**config.mk**
```make
export PLATFORM = sky130hd
export DESIGN_NAME = bbd_luma
export DESIGN_NICKNAME = d
export VERILOG_FILES = /design/src/hw/rtl/bbd_pkg.sv /design/src/hw/rtl/bbd_luma.sv
export SDC_FILE = /design/constraint.sdc
export NUM_CORES = 1
export LEC_CHECK = 0
export ABC_AREA = 1
export BUFFER_PORTS_ARGS = -buffer_cell sky130_fd_sc_hd__clkbuf_2
export CAP_MARGIN = 30
export CORE_ASPECT_RATIO = 0.5
export CORE_MARGIN = 4
export CORE_UTILIZATION = 55
export DETAILED_ROUTE_END_ITERATION = 7
export GPL_ROUTABILITY_DRIVEN = 0
export GPL_TIMING_DRIVEN = 0
export PLACE_DENSITY = 0.73
export SYNTH_ARGS = -nofsm -noshare
export SYNTH_HDL_FRONTEND = slang
export SYNTH_SLANG_ARGS = --single-unit
```
**constraint.sdc**
```tcl
create_clock -name clock -period 10.35 [get_ports clock]
set_input_delay 1.5525 -clock clock [delete_from_list [all_inputs] [get_ports clock]]
set_output_delay 1.5525 -clock clock [all_outputs]
set_load 0.02 [all_outputs]
```
**src/hw/rtl/bbd_pkg.sv**
```systemverilog
package bbd_pkg;

   // Sizes fixed by the field and register formats.
   localparam int MAX_WIDTH_DEFAULT = 4096;
   localparam int PIX_BITS = 8;
   localparam int FW_BITS = 13;
   localparam int FH_BITS = 16;
   localparam int ORD_BITS = 2;
   localparam int CSR_IDX_BITS = 2;
   localparam int CSR_DATA_BITS = 16;
   localparam int SUM_BITS = 10;
   localparam int CNT_BITS = 3;

   // Register indexes of the configuration port.
   localparam logic [CSR_IDX_BITS-1:0] CSR_FRAME_WIDTH = 2'd0;
   localparam logic [CSR_IDX_BITS-1:0] CSR_FRAME_HEIGHT = 2'd1;
   localparam logic [CSR_IDX_BITS-1:0] CSR_BAYER_ORDER = 2'd2;

   // Reset values of the registers.
   localparam logic [FW_BITS-1:0] FRAME_WIDTH_RESET = 13'd640;
   localparam logic [FH_BITS-1:0] FRAME_HEIGHT_RESET = 16'd480;
   localparam logic [ORD_BITS-1:0] BAYER_ORDER_RESET = 2'd0;

   // Color filter layouts.
   localparam logic [ORD_BITS-1:0] BAYER_GBRG = 2'd0;
   localparam logic [ORD_BITS-1:0] BAYER_GRBG = 2'd1;
   localparam logic [ORD_BITS-1:0] BAYER_BGGR = 2'd2;
   localparam logic [ORD_BITS-1:0] BAYER_RGGB = 2'd3;

   // Item kinds.
   localparam logic FUNC_PIXEL = 1'b0;
   localparam logic FUNC_DRAIN = 1'b1;

   // Luma weights in Q0.16 and the reciprocal of three in Q0.11.
   localparam logic [15:0] LUMA_KR = 16'd13933;
   localparam logic [15:0] LUMA_KG = 16'd46871;
   localparam logic [15:0] LUMA_KB = 16'd4732;
   localparam logic [SUM_BITS-1:0] RECIP3 = 10'd683;

   typedef enum logic [1:0] {
      COL_R = 2'd0,
      COL_G = 2'd1,
      COL_B = 2'd2
   } color_type;

   typedef struct packed {
      logic                func;
      logic [PIX_BITS-1:0] raw_sample;
   } req_type;

   typedef struct packed {
      logic [PIX_BITS-1:0] red;
      logic [PIX_BITS-1:0] green;
      logic [PIX_BITS-1:0] blue;
      logic [PIX_BITS-1:0] luma;
      logic                frame_end;
   } rsp_type;

   typedef struct packed {
      logic [FW_BITS-1:0]  frame_width;
      logic [FH_BITS-1:0]  frame_height;
      logic [ORD_BITS-1:0] bayer_order;
   } cfg_type;

   // Neighbor masks and channel roles of one output site.
   typedef struct packed {
      logic      vu;
      logic      vd;
      logic      vl;
      logic      vr;
      color_type centre;
      color_type chan_a;
      color_type chan_b;
      logic      frame_end;
   } site_type;

   // Neighbor sums of one output pixel.
   typedef struct packed {
      logic [PIX_BITS-1:0] centre_val;
      color_type           centre;
      color_type           chan_a;
      color_type           chan_b;
      logic [SUM_BITS-1:0] sum_a;
      logic [CNT_BITS-1:0] cnt_a;
      logic [SUM_BITS-1:0] sum_b;
      logic [CNT_BITS-1:0] cnt_b;
      logic                frame_end;
   } sums_type;

   typedef struct packed {
      logic [PIX_BITS-1:0] red;
      logic [PIX_BITS-1:0] green;
      logic [PIX_BITS-1:0] blue;
      logic                frame_end;
   } rgb_type;

   typedef struct packed {
      logic [PIX_BITS-1:0] red;
      logic [PIX_BITS-1:0] green;
      logic [PIX_BITS-1:0] blue;
      logic [21:0]         prod_r;
      logic [23:0]         prod_g;
      logic [20:0]         prod_b;
      logic                frame_end;
   } prod_type;

   // Color of a site from the layout and the row and column parities.
   function automatic color_type site_colour(input logic [ORD_BITS-1:0] order,
                                             input logic rp, input logic cp);
      color_type c;
      case (order)
         BAYER_GBRG: c = rp ? (cp ? COL_G : COL_R) : (cp ? COL_B : COL_G);
         BAYER_GRBG: c = rp ? (cp ? COL_G : COL_B) : (cp ? COL_R : COL_G);
         BAYER_BGGR: c = rp ? (cp ? COL_R : COL_G) : (cp ? COL_G : COL_B);
         BAYER_RGGB: c = rp ? (cp ? COL_B : COL_G) : (cp ? COL_G : COL_R);
         default:    c = COL_G;
      endcase
      return c;
   endfunction

   // Blue for red and red for anything else.
   function automatic color_type opposite(input color_type c);
      return (c == COL_R) ? COL_B : COL_R;
   endfunction

endpackage

```
**src/hw/rtl/bbd_luma.sv**
```systemverilog
module bbd_luma (
   input  logic             clock,
   input  logic             reset,
   input  logic             in_valid,
   output logic             in_ready,
   input  bbd_pkg::rgb_type in_data,
   output logic             rsp_valid,
   input  logic             rsp_stall,
   output bbd_pkg::rsp_type rsp_data
);

   logic              rgb_valid_ff, prod_valid_ff, rsp_valid_ff;
   bbd_pkg::rgb_type  rgb_ff;
   bbd_pkg::prod_type prod_ff, prod_in;
   bbd_pkg::rsp_type  rsp_ff, rsp_in;
   logic              rgb_ready, prod_ready, rsp_ready;
   logic [23:0]       luma_sum;

   // Ready chain of the three register stages.
   assign rsp_ready  = !rsp_valid_ff || !rsp_stall;
   assign prod_ready = !prod_valid_ff || rsp_ready;
   assign rgb_ready  = !rgb_valid_ff || prod_ready;
   assign in_ready   = rgb_ready;

   always_ff @(posedge clock) begin
      if (reset) begin
         rgb_valid_ff  <= 1'b0;
         prod_valid_ff <= 1'b0;
         rsp_valid_ff  <= 1'b0;
      end else begin
         if (rgb_ready) begin
            rgb_valid_ff <= in_valid;
         end
         if (prod_ready) begin
            prod_valid_ff <= rgb_valid_ff;
         end
         if (rsp_ready) begin
            rsp_valid_ff <= prod_valid_ff;
         end
      end
   end

   // Weighted products, one multiplier per channel.
   always_comb begin
      prod_in.red       = rgb_ff.red;
      prod_in.green     = rgb_ff.green;
      prod_in.blue      = rgb_ff.blue;
      prod_in.prod_r    = 22'(rgb_ff.red) * 22'(bbd_pkg::LUMA_KR);
      prod_in.prod_g    = 24'(rgb_ff.green) * 24'(bbd_pkg::LUMA_KG);
      prod_in.prod_b    = 21'(rgb_ff.blue) * 21'(bbd_pkg::LUMA_KB);
      prod_in.frame_end = rgb_ff.frame_end;
   end

   // Sum of products; the weights add to one, so the sum fits 24 bits.
   always_comb begin
      luma_sum           = 24'(prod_ff.prod_r) + prod_ff.prod_g + 24'(prod_ff.prod_b);
      rsp_in.red         = prod_ff.red;
      rsp_in.green       = prod_ff.green;
      rsp_in.blue        = prod_ff.blue;
      rsp_in.luma        = luma_sum[23:16];
      rsp_in.frame_end   = prod_ff.frame_end;
   end

   always_ff @(posedge clock) begin
      if (rgb_ready && in_valid) begin
         rgb_ff <= in_data;
      end
      if (prod_ready && rgb_valid_ff) begin
         prod_ff <= prod_in;
      end
      if (rsp_ready && prod_valid_ff) begin
         rsp_ff <= rsp_in;
      end
   end

   assign rsp_valid = rsp_valid_ff;
   assign rsp_data  = rsp_ff;

endmodule

```
Yosys cells after proc, flatten, opt, wreduce, memory -nomap -nowiden --
Index checks and enable logic that the tools add are counted.
Word-level totals: flip-flop bits (word level) 151, bits of input ports 29, output and inout port bits 35, word-level logic and storage cells 34
Operators by class: reductions and logical operators 10, $mul 3, $add $sub $neg 2
Operators with widths (count):
- $add A22 B24 Y24 | 1
- $add A24 B21 Y24 | 1
- $mul A8 B16 Y24 const B | 1
- $mul A8 B14 Y22 const B | 1
- $mul A8 B11 Y19 const B | 1
- $logic_not A1 Y1 | 4
- $logic_and A1 B1 Y1 | 3
- $logic_or A1 B1 Y1 | 3

Longest topological paths before layout --
word-level depth 5, mapped depth 18, gate-level depth less buffers 18

Worst setup path after synthesis --
OpenSTA, ideal clock, no wires.
path kind input to register, start point input port rsp_stall, end point register prod_ff[0] (netlist name), enable pin, setup slack 6473 ps, buffers on the path 0, data required time 9910 ps, library setup time 440 ps, arrival time 3438 ps, stages on the path 5, cell sequence nand2_1 nor2_1 inv_1 nand2_1 inv_1
On the way: cells in the longest elaborated chain, start to end 4
Ends and longest elaborated chain:
- from (decl) | RTL line bbd_luma.sv:8 | input logic rsp_stall,
- $logic_not A1 Y1 | RTL line bbd_luma.sv:20 | assign rsp_ready = !rsp_valid_ff || !rsp_stall;
- $logic_or A1 B1 Y1 | RTL line bbd_luma.sv:20
- $logic_or A1 B1 Y1 | RTL line bbd_luma.sv:21 | assign prod_ready = !prod_valid_ff || rsp_ready;
- $logic_and A1 B1 Y1 | RTL line bbd_luma.sv:68 | if (prod_ready && rgb_valid_ff) begin
- to (signal assigned) | RTL line bbd_luma.sv:69 | prod_ff <= prod_in;
- to (decl) | RTL line bbd_luma.sv:14 | bbd_pkg::prod_type prod_ff, prod_in;
No other way between the ends. A chain may end at the register's enable or synchronous reset.

==> impl_metrics.json <==
{
  "status": "finished clean",
  "synth_cell_types": 32,
  "wl_per_cell_um": 16.12,
  "cell_internal_pwr_uw": 2124,
  "postSynthCellCount": 1235,
  "worstSetupEndpointType": "register",
  "worst_slew_margin_rel": 0.6024,
  "start_util": 0.5634,
  "post-route-worst-setup-slack_ns": 6.063,
  "async_reset_ff_frac": 0,
  "io_pins": 64,
  "rows": 38,
  "cts_hold_buf": 0,
  "post-cts-setup-buffer-count": 0,
  "ys_ff_latch": 147,
  "dp.cells": 1601,
  "clock-root-buffer": "clkbuf_16",
  "sequentialPowerShare": 0.237,
  "post_cts_resize_count": 0,
  "cts_sinks": 147,
  "synth.avg_cell_area_sq_um": 9.955,
  "maxCapViolations": 0,
  "vdd_drop_max_uv": 151.0,
  "grt_first_pass_wirelength_um": 44750,
  "max_freq_ghz": 0.2333,
  "finalCritPeriodShare": 0.4142,
  "cts_tree": "yes",
  "swShare": 0.4551,
  "power_per_cell_area_nw_per_um2": 284.4,
  "crit_arrival_ns": 4.47,
  "clock_skew_ns": 0.01444,
  "synth_area_leader_cell": "edfxtp_1",
  "clkSlewWorstSetupHoldPaths_ns": 0.06,
  "wl_um": 26320,
  "crit_family": "adder cells",
  "power.total_uw": 3898,
  "drv_slew": 0,
  "drtIter0Drc": 721,
  "postRouteAntennaNets": 0,
  "critPathBufInv": 2,
  "nets": 1629,
  "max_stage_delay_ns": 0.56,
  "layout-drive-gt1-share": 0.08627,
  "min_path_type": "register to register",
  "ff_latch_area_sq_um": 4384,
  "drc": 0,
  "clockBufferDepth": 2,
  "die_h_um": 113.7,
  "netlist_area_sq_um": 12290,
  "power_frac_clock": 0.171,
  "grt_use_total": 0.2313,
  "insertedDiodeCount": 0,
  "dp_hpwl_um": 21180,
  "combPwrFrac": 0.591,
  "core_area_sq_um": 21820,
  "worst-setup-path-type": "register to register",
  "required_ns": 10.54,
  "ys_seq_area_frac": 0.3566,
  "cts_max_level": 4,
  "fillers": 1734,
  "via_per_inst": 5.348,
  "setup_violations": 0,
  "yosys-top-cells-area": "edfxtp_1, ha_1, fa_1",
  "dieArea_sq_um": 24950,
  "dp_slack_ns": 6.134,
  "cpMostUsedCell": "fa_1",
  "clkLatencyLatePin_ns": 0.44,
  "post-route-min-period_ns": 4.287,
  "grt_max_degree": 70,
  "syn2layout_area_growth_pct": 11.46,
  "antenna_found_initial": 0,
  "multi_input_comb_area_sq_um": 6978,
  "cp_cell_sequence": "fa_1, inv_1, fa_1, fa_1, fa_1, inv_1, ha_1, nand2_1, nor2_1, and2_1, nand4_1, nand4_1, nand2_1",
  "rsz0062_at_grt": "false",
  "synth_fp_nets": 1544,
  "synth_edf_count": 144,
  "switching_power_uw": 1774,
  "cts_made_buffers": 17,
  "synth_top_area_frac": 0.3517,
  "grt_overflow_total": 0,
  "yosys_warnings": 0,
  "numPortBuffers": 63,
  "worst_slew_pin_slew_ns": 0.5957,
  "layout.cells.non_filler": 1633,
  "first_global_vias": 9027,
  "hold_viol": 0,
  "fin_setup_tns_ns": 0,
  "num_vias": 8733,
  "die_w_um": 219.4,
  "synth_ff_type": "edfxtp_1",
  "cp-start-kind": "register",
  "p_leak_uw": 0.006753,
  "drtPass1Iterations": 7,
  "slowest_stage": "fa_1",
  "crit_fanout": 7
}
==> metal layers <==
layer,vias to the layer above,track usage,wire (um)
li1,4236,-,-
met1,4221,0.3188,12280
met5,-,0,0
met4,0,0.05890,340
met3,32,0.05004,1476
met2,244,0.3779,12230
==> sequential cells by signal (all words and copies together) (netlist names) <==
name / flops
prod_ff: 86
prod_in: 25
prod_valid_ff: 1
rgb_valid_ff: 1
rsp_data: 33
rsp_valid: 1
==> worst paths after layout <==
path / start / endpoint / slack (ns) / cells past startpoint
max: prod_in[82]$_DFFE_PP_ / prod_ff[43]$_DFFE_PP_ / 6.06 / 13
min: prod_ff[90]$_DFFE_PP_ / rsp_data[31]$_DFFE_PP_ / 0.42 / 0
max reg2reg: prod_in[82]$_DFFE_PP_ / prod_ff[43]$_DFFE_PP_ / 6.06 / 13
min reg2reg: prod_ff[90]$_DFFE_PP_ / rsp_data[31]$_DFFE_PP_ / 0.42 / 0
==> placed cells by master, fill, tap and decap left out, drive strengths merged <==
cell type	instances
edfxtp	144
bufinv	4
nand3	53
o211ai	3
and2	4
fa	100
nand2	231
or2	2
inv	253
ha	180
xnor2	9
nand3b	3
o21ai	27
nor2	64
and3	1
clkinv	3
buf	3
clkbuf	87
nand4	19
dfxtp	3
o21bai	11
a31oi	4
a21oi	75
nor3	11
xor2	25
o21a	2
nor3b	1
a21boi	3
a21o	8
==> power by group through the flow <==
stage	Combinational, uW	Clock [uW]	Sequential (uW)
after CTS	2280	682	926
final	2310	668	924
after global placement	2200	0	937
after floorplan	1710	0	925
after global routing	2650	713	936
after detailed placement	2240	0	935
==> area by class of cell <==
class	instances	area share
Multi-Input combinational cell	836	0.5092
Clock buffer	24	0.03588
Sequential cell	147	0.3199
Tap cell	300	0.02739
Timing Repair Buffer	66	0.02757
Inverter	252	0.06921
Clock inverter	8	0.01077
==> metrics by stage <==
step | utilization | hold WS [ns] | area (sq um)
after detailed placement | 0.5986 | 0.4045 | 13060
after floorplan | - | 0.4003 | 12290
after CTS | 0.6279 | 0.4182 | 13700
after global routing | 0.6279 | 0.4209 | 13700
after global placement | 0.5950 | 0.4023 | 12990
final | 0.6279 | 0.4171 | 13700
==> logic make-up after synthesis <==
group                      count (synthesis)  share of synthesized area
AOI/OAI and AO/OA                        133                    0.06116
xor gates and xnor gates                  34                    0.02422
adders and majority gates                280                     0.3460
buffers and inverters                    252                    0.07694
DFF                                      147                     0.3566
and+or+nand+nor                          389                     0.1350
==> synth_stat cells, types with 9 or more instances <==
library cell	number
a21oi_1	75
edfxtp_1	144
fa_1	100
ha_1	180
inv_1	252
nand2_1	227
nand3_1	52
nand4_1	19
nor2_1	60
o21ai_0	26
o21bai_1	11
xnor2_1	9
xor2_1	25
(Power assumes the default switching activity.)
