==> config.mk <==
export PLATFORM = sky130hd
export DESIGN_NAME = bbd_color
export DESIGN_NICKNAME = d
export VERILOG_FILES = /design/src/hw/rtl/bbd_pkg.sv /design/src/hw/rtl/bbd_color.sv
export SDC_FILE = /design/constraint.sdc
export NUM_CORES = 1
export LEC_CHECK = 0
export ABC_AREA = 1
export BUFFER_PORTS_ARGS = -buffer_cell sky130_fd_sc_hd__buf_2
export CORE_UTILIZATION = 55
export CTS_CLUSTER_DIAMETER = 40
export DETAILED_ROUTE_END_ITERATION = 16
export GPL_TIMING_DRIVEN = 1
export PLACE_DENSITY = 0.79
export SLEW_MARGIN = 20
export SYNTH_ARGS = -nofsm -noshare
export SYNTH_HDL_FRONTEND = slang
export SYNTH_SLANG_ARGS = --single-unit
==> constraint.sdc <==
create_clock -name clock -period 4.2 [get_ports clock]
set_input_delay 0.63 -clock clock [delete_from_list [all_inputs] [get_ports clock]]
set_output_delay 0.63 -clock clock [all_outputs]
set_load 0.01 [all_outputs]
==> src/hw/rtl/bbd_pkg.sv <==
package bbd_pkg;

   // Sizes fixed by the field and register formats.
   localparam int MAX_WIDTH_DEFAULT = 4096;
   localparam int PIX_BITS = 8;
   localparam int FW_BITS = 13;
   localparam int FH_BITS = 16;
   localparam int ORD_BITS = 2;
   localparam int CSR_IDX_BITS = 2;
   localparam int CSR_DATA_BITS = 16;
   localparam int SUM_BITS = 10;
   localparam int CNT_BITS = 3;

   // Register indexes of the configuration port.
   localparam logic [CSR_IDX_BITS-1:0] CSR_FRAME_WIDTH = 2'd0;
   localparam logic [CSR_IDX_BITS-1:0] CSR_FRAME_HEIGHT = 2'd1;
   localparam logic [CSR_IDX_BITS-1:0] CSR_BAYER_ORDER = 2'd2;

   // Reset values of the registers.
   localparam logic [FW_BITS-1:0] FRAME_WIDTH_RESET = 13'd640;
   localparam logic [FH_BITS-1:0] FRAME_HEIGHT_RESET = 16'd480;
   localparam logic [ORD_BITS-1:0] BAYER_ORDER_RESET = 2'd0;

   // Color filter layouts.
   localparam logic [ORD_BITS-1:0] BAYER_GBRG = 2'd0;
   localparam logic [ORD_BITS-1:0] BAYER_GRBG = 2'd1;
   localparam logic [ORD_BITS-1:0] BAYER_BGGR = 2'd2;
   localparam logic [ORD_BITS-1:0] BAYER_RGGB = 2'd3;

   // Item kinds.
   localparam logic FUNC_PIXEL = 1'b0;
   localparam logic FUNC_DRAIN = 1'b1;

   // Luma weights in Q0.16 and the reciprocal of three in Q0.11.
   localparam logic [15:0] LUMA_KR = 16'd13933;
   localparam logic [15:0] LUMA_KG = 16'd46871;
   localparam logic [15:0] LUMA_KB = 16'd4732;
   localparam logic [SUM_BITS-1:0] RECIP3 = 10'd683;

   typedef enum logic [1:0] {
      COL_R = 2'd0,
      COL_G = 2'd1,
      COL_B = 2'd2
   } color_type;

   typedef struct packed {
      logic                func;
      logic [PIX_BITS-1:0] raw_sample;
   } req_type;

   typedef struct packed {
      logic [PIX_BITS-1:0] red;
      logic [PIX_BITS-1:0] green;
      logic [PIX_BITS-1:0] blue;
      logic [PIX_BITS-1:0] luma;
      logic                frame_end;
   } rsp_type;

   typedef struct packed {
      logic [FW_BITS-1:0]  frame_width;
      logic [FH_BITS-1:0]  frame_height;
      logic [ORD_BITS-1:0] bayer_order;
   } cfg_type;

   // Neighbor masks and channel roles of one output site.
   typedef struct packed {
      logic      vu;
      logic      vd;
      logic      vl;
      logic      vr;
      color_type centre;
      color_type chan_a;
      color_type chan_b;
      logic      frame_end;
   } site_type;

   // Neighbor sums of one output pixel.
   typedef struct packed {
      logic [PIX_BITS-1:0] centre_val;
      color_type           centre;
      color_type           chan_a;
      color_type           chan_b;
      logic [SUM_BITS-1:0] sum_a;
      logic [CNT_BITS-1:0] cnt_a;
      logic [SUM_BITS-1:0] sum_b;
      logic [CNT_BITS-1:0] cnt_b;
      logic                frame_end;
   } sums_type;

   typedef struct packed {
      logic [PIX_BITS-1:0] red;
      logic [PIX_BITS-1:0] green;
      logic [PIX_BITS-1:0] blue;
      logic                frame_end;
   } rgb_type;

   typedef struct packed {
      logic [PIX_BITS-1:0] red;
      logic [PIX_BITS-1:0] green;
      logic [PIX_BITS-1:0] blue;
      logic [21:0]         prod_r;
      logic [23:0]         prod_g;
      logic [20:0]         prod_b;
      logic                frame_end;
   } prod_type;

   // Color of a site from the layout and the row and column parities.
   function automatic color_type site_colour(input logic [ORD_BITS-1:0] order,
                                             input logic rp, input logic cp);
      color_type c;
      case (order)
         BAYER_GBRG: c = rp ? (cp ? COL_G : COL_R) : (cp ? COL_B : COL_G);
         BAYER_GRBG: c = rp ? (cp ? COL_G : COL_B) : (cp ? COL_R : COL_G);
         BAYER_BGGR: c = rp ? (cp ? COL_R : COL_G) : (cp ? COL_G : COL_B);
         BAYER_RGGB: c = rp ? (cp ? COL_B : COL_G) : (cp ? COL_G : COL_R);
         default:    c = COL_G;
      endcase
      return c;
   endfunction

   // Blue for red and red for anything else.
   function automatic color_type opposite(input color_type c);
      return (c == COL_R) ? COL_B : COL_R;
   endfunction

endpackage

==> src/hw/rtl/bbd_color.sv <==
module bbd_color (
   input  logic              clock,
   input  logic              reset,
   input  logic              in_valid,
   output logic              in_ready,
   input  bbd_pkg::sums_type in_data,
   output logic              out_valid,
   input  logic              out_ready,
   output bbd_pkg::rgb_type  out_data
);

   localparam int PB = bbd_pkg::PIX_BITS;
   localparam int SB = bbd_pkg::SUM_BITS;
   localparam int NB = bbd_pkg::CNT_BITS;

   logic              valid_ff;
   bbd_pkg::sums_type sums_ff;
   logic [PB-1:0]     mean_a, mean_b;

   // Truncated mean of one to four samples; a third is a reciprocal multiply.
   function automatic logic [PB-1:0] mean_of(input logic [SB-1:0] s, input logic [NB-1:0] n);
      logic [2*SB:0] prod;
      logic [PB-1:0] m;
      prod = (2*SB+1)'(s) * (2*SB+1)'(bbd_pkg::RECIP3);
      case (n)
         NB'(1):  m = s[PB-1:0];
         NB'(2):  m = s[PB:1];
         NB'(3):  m = prod[PB+10:11];
         NB'(4):  m = s[PB+1:2];
         default: m = '0;
      endcase
      return m;
   endfunction

   // Value of one channel: the center sample or one of the two means.
   function automatic logic [PB-1:0] pick(input bbd_pkg::sums_type d, input logic [PB-1:0] ma,
                                          input logic [PB-1:0] mb, input bbd_pkg::color_type c);
      logic [PB-1:0] v;
      if (d.centre == c) begin
         v = d.centre_val;
      end else if (d.chan_a == c) begin
         v = ma;
      end else begin
         v = mb;
      end
      return v;
   endfunction

   assign in_ready = !valid_ff || out_ready;

   always_ff @(posedge clock) begin
      if (reset) begin
         valid_ff <= 1'b0;
      end else if (in_ready) begin
         valid_ff <= in_valid;
      end
   end

   always_ff @(posedge clock) begin
      if (in_ready && in_valid) begin
         sums_ff <= in_data;
      end
   end

   // Means and channel assembly.
   assign mean_a             = mean_of(sums_ff.sum_a, sums_ff.cnt_a);
   assign mean_b             = mean_of(sums_ff.sum_b, sums_ff.cnt_b);
   assign out_valid          = valid_ff;
   assign out_data.red       = pick(sums_ff, mean_a, mean_b, bbd_pkg::COL_R);
   assign out_data.green     = pick(sums_ff, mean_a, mean_b, bbd_pkg::COL_G);
   assign out_data.blue      = pick(sums_ff, mean_a, mean_b, bbd_pkg::COL_B);
   assign out_data.frame_end = sums_ff.frame_end;

endmodule

# Word-level counts from Yosys, hierarchy flattened
# Cells that the tools add are included.
# totals
ff_bits	40
rom_bits	0
elab_cells	36
inputBits	45
mem_bits_rw	0
output_inout_bits	27
latch_bits	0
memories	0
# classes
multipliers	2
bitwise_logic	0
n_eq_ne	12
mux	8
addsub	0
magnitude_cmp	0
n_reduce_logical	5
n_shift	0
div_mod_pow	0
# op_table
operator	count
8-bit one-hot mux with 4 select lines	2
8-bit two-way mux	6
10-bit by 10-bit multiplier with 19-bit output, second input constant	2
3-bit by 2-bit == test with 1-bit output, second input constant	4
3-bit by 1-bit == test with 1-bit output, second input constant	2
3-bit == test, second input constant	2
2-bit by 1-bit == test with 1-bit output, second input constant	2
2-bit == test, second input constant	2
2-bit zero test	2
1-bit logical AND	1
1-bit zero test	1
1-bit logical OR	1

# Longest topological paths before layout
# depth
word_depth	4
mapped_depth	23

# Least setup slack after synthesis
# No wires, ideal clock.
# synth_path
path_type	register to output
from	register sums_ff[11] (netlist name)
to	output port out_data[3] (netlist name)
n_path_buf	0
t_required_ns	3.570
setup_slack_ns	-0.403
arrival_ns	3.973
stages_incl_launch_ff	24
path_cell_list	edfxtp_1 ha_1 ha_1 inv_1 fa_1 inv_1 fa_1 inv_1 fa_1 inv_1 ha_1 nand2_1 inv_1 a21oi_1 nand2_1 nand2_1 nand2_1 nand2_1 nand2_1 o21ai_1 inv_2 nand2_1 nand3_1 nand2_1
# synth_lines
item	line	text
start: declaration	bbd_color.sv:17	bbd_pkg::sums_type sums_ff;
start signal: assignment	bbd_color.sv:61	sums_ff <= in_data;
end: declaration	bbd_color.sv:9	output bbd_pkg::rgb_type out_data

==> results by group <==
Place
  – PortBufs: 69
  – DP Wirelength: 14500 um
  – DP Cell Count: 1054
  – DP Area: 0.007520 mm^2
  – RePlAce Congestion: 0.9551
  – Post-Place Setup Slack: -0.7555 ns

Global routing
  – Vias in the first global route: 6492
  – Initial antenna violation count: 0
  – GRT Overall Usage: 35.88%
  – Wire length of the first global-routing pass: 31500 um
  – GR Overflow Total: 0
  – Largest net degree at the start of global routing: 40

Timing
  – Final Setup Violations: 24
  – Max Clk Rate: 190.3 MHz
  – Crit share post-route: 125.1%
  – Final Worst Setup Slack: -1.055 ns
  – Worst Tran Pin Value: 1.388 ns
  – Clock Skew: 0.004750 ns
  – Slew Viols, Final: 0
  – Fin crit period: 5.255 ns
  – Hold violation count in the final report: 0
  – RSZ-0062 raised after global routing: yes
  – Slew headroom: 6.958%

Clocking
  – Clock root cell: clkbuf_8
  – Post-CTS Hold Buffers: 0
  – CTS HTree Levels: 2
  – Clk Latency, worst-skew pair: 0.30 ns
  – Sink Count: 40
  – Clock buffer depth: 2
  – Clock-pin slew on the worst setup and hold paths: 0.08 ns
  – Inserted Clock Buffers: 5
  – TritonCTS clock tree: yes

Synthesis
  – Share of the synthesized area in the top cell type: 24.05%
  – Compound-Gate Fraction of Synth Area: 7.153%
  – Largest area contributor in the netlist: ha_1
  – Top post-synthesis cells by area: ha_1 (24%), edfxtp_1 (19%), fa_1 (14%)
  – Yosys warns: 0
  – Mux contribution to synthesized area: 0%
  – Gate Count Post-Synth: 768
  – Post-synthesis sequential area ratio: 19.74%
  – Synth Cell Area: 0.006035 mm^2
  – Avg Inst Size Synth: 7.857 um^2
  – Simple-gate share of the synthesized area: 25.32%
  – Flops & latches, synth: 40
  – Post-Synth Adder-Cell Area: 37.98%
  – Count of cell types in the netlist: 35
  – Synth Area in XOR/XNOR: 0.7257%
  – Main combinational cell family by area after synthesis: adder cells
  – Syn Nets: 971

Die
  – Row cnt: 37
  – Die area: 0.01139 mm^2
  – Die width: 106.7 um
  – IO Pins: 72
  – Initial core utilization: 57.68%
  – DIE HEIGHT: 106.7 um
  – Core area: 0.01046 mm^2

Power
  – Switching part of the total: 51.78%
  – Pleak: 4.412 nW
  – NetSw: 0.002729 W
  – Final total power: 0.005270 W
  – Internal power: 0.002541 W
  – Pwr dens: 598.3 mW/mm^2
  – Clock share of power: 5.0%
  – Peak supply drop: 0.3828 mV
  – Reg power frac: 9.3%
  – Combinational Power Share: 85.6%

Worst setup path
  – Critical path arrival: 4.63 ns
  – Critical Path End: out_data[15]
  – Worst EP required: 3.57 ns
  – Reg-to-reg endpoint: sums_ff[16]$_DFFE_PP_
  – Reg-to-reg startpoint: out_valid$_SDFFE_PP0N_
  – Crit path from: sums_ff[10]$_DFFE_PP_
  – Worst setup SP type: flop
  – Reg2reg setup slack: 2.82 ns
  – Max FO, Critical Path: 3
  – CP Capture Type: output port
  – R2R depth: 2
  – Worst setup path class: flop to output port

Layout
  – Most common cell after layout, fill and taps aside: inv_1
  – Area grow syn2layout: 45.97%
  – Final Cell Area: 0.008808 mm^2
  – Final std cells w/o fill: 1082
  – Share of layout cells above drive strength 1: 43.97%
  – Commonest non-fill, non-tap cells in the layout: inv_1 (119), nand2_1 (108), buf_4 (98)
  – Final net count: 1148
  – Ant diodes: 0

Routing
  – Via Count: 6589
  – Wire per inst: 19.87 um
  – Detailed Route WL: 21500 um
  – 1st-pass router iterations: 6
  – DRT iter0 DRCs: 578
  – Post-route DRC: 0
  – ANT nets after route: 0
  – Vias per std cell: 6.090

Status
  – Failing checks: setup timing
  – Status: finished, violations left

Run
  – Max cap viols: 0

Hold path
  – Worst min path class: input port to flop
[power by group through the flow]
stage          Combinational, W  Clock [W]  Sequential (W)
2_1_floorplan           0.00212          0        0.000501
3_3_place_gp            0.00311          0        0.000498
3_5_place_dp            0.00321          0        0.000499
4_1_cts                 0.00387   0.000267        0.000491
5_1_grt                 0.00479   0.000286        0.000494
6_report                0.00451   0.000266        0.000492
[kinds of logic after synthesis]
kind of cell	count (synthesis)
xor+xnor	5
fa+ha+maj	158
compound gates	72
flops	40
buf+inv	145
simple gates	348
[how the worst min path moves through the flow]
stage | from | endpoint | cells past startpoint
2_1_floorplan | out_valid$_SDFFE_PP0N_ | out_valid$_SDFFE_PP0N_ | 2
4_1_cts | reset | out_valid$_SDFFE_PP0N_ | 2
5_1_grt | reset | out_valid$_SDFFE_PP0N_ | 2
3_3_place_gp | out_valid$_SDFFE_PP0N_ | out_valid$_SDFFE_PP0N_ | 2
3_5_place_dp | out_valid$_SDFFE_PP0N_ | out_valid$_SDFFE_PP0N_ | 2
6_report | reset | out_valid$_SDFFE_PP0N_ | 2
[final cells by class]
cell class                 count  area, um^2
clock buffer                   6       82.58
clock inverter                 2       10.01
fill                         558        1654
inverter                     144       545.5
multi-input combinational    583        5548
sequential                    40        1191
tap                          136       170.2
timing repair buffer         171        1261
[metal layers]
layer  global-route usage, %  part of all wire [%]  wire (um)  vias to the layer above
met5                       0                     0          0                        -
met4                   13.70                   4.7       1009                        0
met3                   4.802                   8.5       1824                      128
met2                   61.94                    47      10200                      437
met1                   45.55                    39       8469                     3105
li1                        -                     -          -                     2919
[cells in the mapped netlist, drive strengths merged]
cell and number:
a21boi 2, a21o 4, a21oi 29, a221oi 2, a31oi 1, a41oi 1, buf 1, dfxtp 1
edfxtp 39, fa 42, ha 116, inv 144, nand2 162, nand3 115, nand3b 7, nand4 3
nor2 52, nor3 6, nor4 1, o21a 5, o21ai 10, o21bai 4, o22ai 14, or2 2
xnor2 4, xor2 1
[through the flow]
stage,setup TNS (ns),hold slack (ns),util [%]
2_1_floorplan,-3.816,0.5770,-
3_3_place_gp,-14.69,0.5093,71.87
3_5_place_dp,-16.02,0.5239,71.87
4_1_cts,-20.32,0.4760,81.06
5_1_grt,-27.27,0.4746,84.19
6_report,-24.04,0.4905,84.19
[sequential cells by signal (all words and copies together), names as in the netlist]
| name | cells |
|---|---|
| out_data | 1 |
| sums_ff | 38 |
| out_valid | 1 |
[worst max-delay path: stages (launching register included)]
cell and delay [ns]:
edfxtp_1 0.42, buf_4 0.17, ha_4 0.24, ha_1 0.28
ha_1 0.34, fa_1 0.53, inv_1 0.06, fa_1 0.52
inv_1 0.05, ha_1 0.35, nand2_4 0.12, inv_2 0.05
a21oi_2 0.12, nand2_1 0.09, buf_4 0.14, nand3b_1 0.11
nand2_1 0.09, nand2_2 0.11, nand3_4 0.12, nand3_2 0.13
nand3_2 0.09, nand2_2 0.09, buf_6 0.10
[what timing repair did]
item	4_1_cts	5_1_grt
buffers inserted	14	5
endpoints found under the setup margin	24	24
pin swaps	58	40
cloned	0	0
resized for setup	156	56
Note: power is estimated with default switching activity, not from simulation.
